==> src/rtl/core/deadline_profit_greedy_scheduler_macros.svh <==
// Assertion macros for the deadline/profit scheduler.
// Included by the top level; no other dependencies.
`ifndef DEADLINE_PROFIT_GREEDY_SCHEDULER_MACROS_SVH
`define DEADLINE_PROFIT_GREEDY_SCHEDULER_MACROS_SVH
`ifndef SYNTHESIS
`define DPGS_ASSERT(label, clk_s, rst_n, prop) \
	label: assert property (@(posedge clk_s) disable iff (!rst_n) prop) \
		else $error("assertion failed");
`define DPGS_ASSERT_IMPL(label, clk_s, rst_n, ante, cons) \
	label: assert property (@(posedge clk_s) disable iff (!rst_n) (ante) |-> (cons)) \
		else $error("implication failed");
`else
`define DPGS_ASSERT(label, clk_s, rst_n, prop)
`define DPGS_ASSERT_IMPL(label, clk_s, rst_n, ante, cons)
`endif
`endif

==> src/rtl/core/dpgs_ram.sv <==
// Generic single-write RAM with registered read.
// No dependencies.
module dpgs_ram #(
	parameter int Width = 8,
	parameter int Depth = 16
) (
	input  logic                                          clk,
	input  logic                                          we,
	input  logic [((Depth > 1) ? $clog2(Depth) : 1)-1:0]  waddr,
	input  logic [Width-1:0]                              wdata,
	input  logic [((Depth > 1) ? $clog2(Depth) : 1)-1:0]  raddr,
	output logic [Width-1:0]                              rdata
);
	logic [Width-1:0] mem [Depth];

	always_ff @(posedge clk) begin
		if (we) begin
			mem[waddr] <= wdata;
		end
		rdata <= mem[raddr];
	end
endmodule

==> config.mk <==
export PLATFORM = sky130hd
export DESIGN_NAME = dpgs_ram
export DESIGN_NICKNAME = d
export VERILOG_FILES = /design/src/rtl/core/deadline_profit_greedy_scheduler_macros.svh /design/src/rtl/core/dpgs_ram.sv
export SDC_FILE = /design/constraint.sdc
export NUM_CORES = 1
export LEC_CHECK = 0
export ABC_AREA = 1
export ABC_CLOCK_PERIOD_IN_PS = 2400
export BUFFER_PORTS_ARGS = -buffer_cell sky130_fd_sc_hd__buf_2
export CAP_MARGIN = 10
export CORE_UTILIZATION = 65
export CTS_CLUSTER_SIZE = 30
export DETAILED_ROUTE_END_ITERATION = 10
export PLACE_DENSITY = 0.84
export SYNTH_ARGS = -nofsm -noshare
export SYNTH_HDL_FRONTEND = slang
export SYNTH_SLANG_ARGS = --single-unit
==> constraint.sdc <==
create_clock -name clk -period 2.4 [get_ports clk]
set_clock_uncertainty 0.05 [all_clocks]
set_input_delay 0.24 -clock clk [delete_from_list [all_inputs] [get_ports clk]]
set_output_delay 0.24 -clock clk [all_outputs]
set_load 0.05 [all_outputs]
==> impl_metrics.ini <==
[floorplanning]
io_pins = 26
dieWidth_um = 96.2
coreArea_sq_mm = 0.00838
start_util_pct = 68.8
die_h_um = 96.2
die-area_sq_mm = 0.00925
rows = 33

[placement]
port-buffer-count = 25
placed_cells = 661
dpl.hpwl_um = 7770
dpl_cell_area_sq_mm = 0.00590
place.gp.congestion = 0.893

[setup_path]
cp_data_arrival_time_ns = 1.15
path_buf_inv = 1
cp_top_family = flip-flops
crit_required_ns = 2.11
critPathKind = register to primary output
slowest_delay_ns = 0.36
critPathLaunchType = register
critical_path_peak_fanout = 1
crit_path_end_kind = primary output
path_cells = buf_2
cp_slowest_cell = dfxtp_1

[min_path]
hp-class = input port to register

[route]
wl_um = 13100
ant_nets = 0
top_layer = met4
route.detailed.drc = 0
wl_per_cell_um = 18.9
post_drt_via_cell_ratio = 5.84
wl_met2_um = 6390
vias = 4046
firstDrtPassIters = 6
wl_met3_um = 1250
wl_met1_um = 4970
drtIter0Drc = 484

[sta]
worst_pin_slew_ns = 0.764
setup_viol = 0
fin_hold_ws_ns = 0.0796
fin_crit_ns = 1.44
final_hold_viol_count = 0
period_share_pct = 60.0
fin_setup_tns_ns = 0
maxSlewViolCount = 0
slew_headroom_pct = 48.9
rsz0062_at_grt = no
fmax_ghz = 0.695

[yosys]
yosysTopAreaCell = edfxtp_1
synth_cell_types = 12
syn_area_per_cell_sq_um = 10.5
yosysSeqAreaShare_pct = 69.4
synth_top_cell_area_share_pct = 66.7
yosysWarnings = 0
synth_area_leaders = edfxtp_1 (67%), nand2_1 (11%), nand3_1 (8.4%)
synth_area_sq_mm = 0.00577
postSynthCellCount = 551
syn_nets = 569
ys_seq_elements = 136

[global_route]
grt_overflow = 0
grt_max_degree = 41
grt_pass1_wl_um = 19900
antenna_found_initial = 0
first_global_vias = 3795
grt_util_all_layers_pct = 31.5

[outcome]
status = finished clean

[finish]
final_area_sq_mm = 0.00650
multi_input_area_sq_mm = 0.00121
fillCellCount = 480
final_util_pct = 77.6
n_antenna_cell = 0
nets = 594
seq_area_sq_mm = 0.00400
drive_above_1_share_pct = 10.2
fin_cells = 693
area_growth_pct = 12.8

[clock_network]
clkTransAtPathRegs_ns = 0.06
cts_buffers = 17
worstSkewPairLatency_ns = 0.52
cts_tree = built
cts.path.max_buffers = 2
htree_num_levels = 4
cts-root-buf = clkbuf_8
clkSinkCount = 136
cts_repair_resize_count = 0

[pwr]
powerDensity_mw_per_mm2 = 871
ir_drop_mv = 0.788
p_leak_nw = 2.82

[job]
cap_viol_max_count = 0
[registers in the layout, indices dropped and copies added, names as in the netlist]
name / count
rdata: 8
mem: 128
[power by group]
part           switching [mW]  internal [mW]  total (mW)  leakage (nW)
clock network           0.952           1.67        2.62         0.281
registers              0.0180           2.66        2.67          1.22
logic                   0.283         0.0890       0.372          1.32
[cells in the final DEF, fill, tap and decap left out, drive strengths merged]
cell type,n
nand2,173
edfxtp,128
inv,103
nand3,97
buf,29
nor2,17
clkbuf,17
dfxtp,8
clkinv,5
clkinvlp,4
bufinv,4
nand3b,2
dlygate4sd3,1
[routing by layer]
| metal | track usage (%) | vias to the layer above |
|---|---|---|
| li1 | - | 1823 |
| met1 | 41.7 | 1907 |
| met2 | 48.5 | 271 |
| met3 | 8.06 | 45 |
| met4 | 15.8 | 0 |
| met5 | 0 | - |
[logic make-up (layout without fill, tap and decap cells)]
group                  count (synthesis)  after routing  share of synthesized area, %
buffers and inverters                126            163                          9.52
flip-flops                           136            136                          69.4
AND/OR/NAND/NOR                      289            289                          21.0
[through the flow]
stage	power (mW)	setup slack, ns
after floorplan	2.96	1.16
after global placement	3.07	0.756
after detailed placement	3.08	0.743
after CTS	5.66	0.954
after global routing	5.80	0.939
final	5.67	0.960
[worst paths after layout]
path	slack, ns	cells after the start	end	startpoint
min reg2reg	0.64	6	rdata[2]$_DFF_P_	mem[15][2]$_DFFE_PP_
max reg2reg	1.25	6	rdata[4]$_DFF_P_	mem[7][4]$_DFFE_PP_
min	0.08	1	mem[4][0]$_DFFE_PP_	wdata[0]
max	0.96	1	rdata[3]	rdata[3]$_DFF_P_
[Yosys cell counts, drive strengths merged]
cell	number
inv	102
buf	24
nand3	97
nand2	173
nand3b	2
dfxtp	8
edfxtp	128
nor2	17
[worst register-to-register path: stages, from the launching register on]
cell and delay, ns:
edfxtp_1 0.37, inv_1 0.07, nand2_1 0.08, nand3_1 0.15, nand3_1 0.10, nand3_1 0.13
nand2_1 0.09
[timing repair]
action / in CTS / in global routing
hold buffers: 1 / 0
buffers inserted: 0 / 0
endpoints found under the hold margin: 3 / 0
[final cells by class]
class                      count  share of cell area (%)
clock buffer                  17                    6.37
clock inverter                14                    2.79
inverter                     102                    5.89
multi-input combinational    289                    18.7
sequential                   136                    61.6
tap                          105                    2.02
timing repair buffer          30                    2.73
Power figures use the tool's default switching activity.
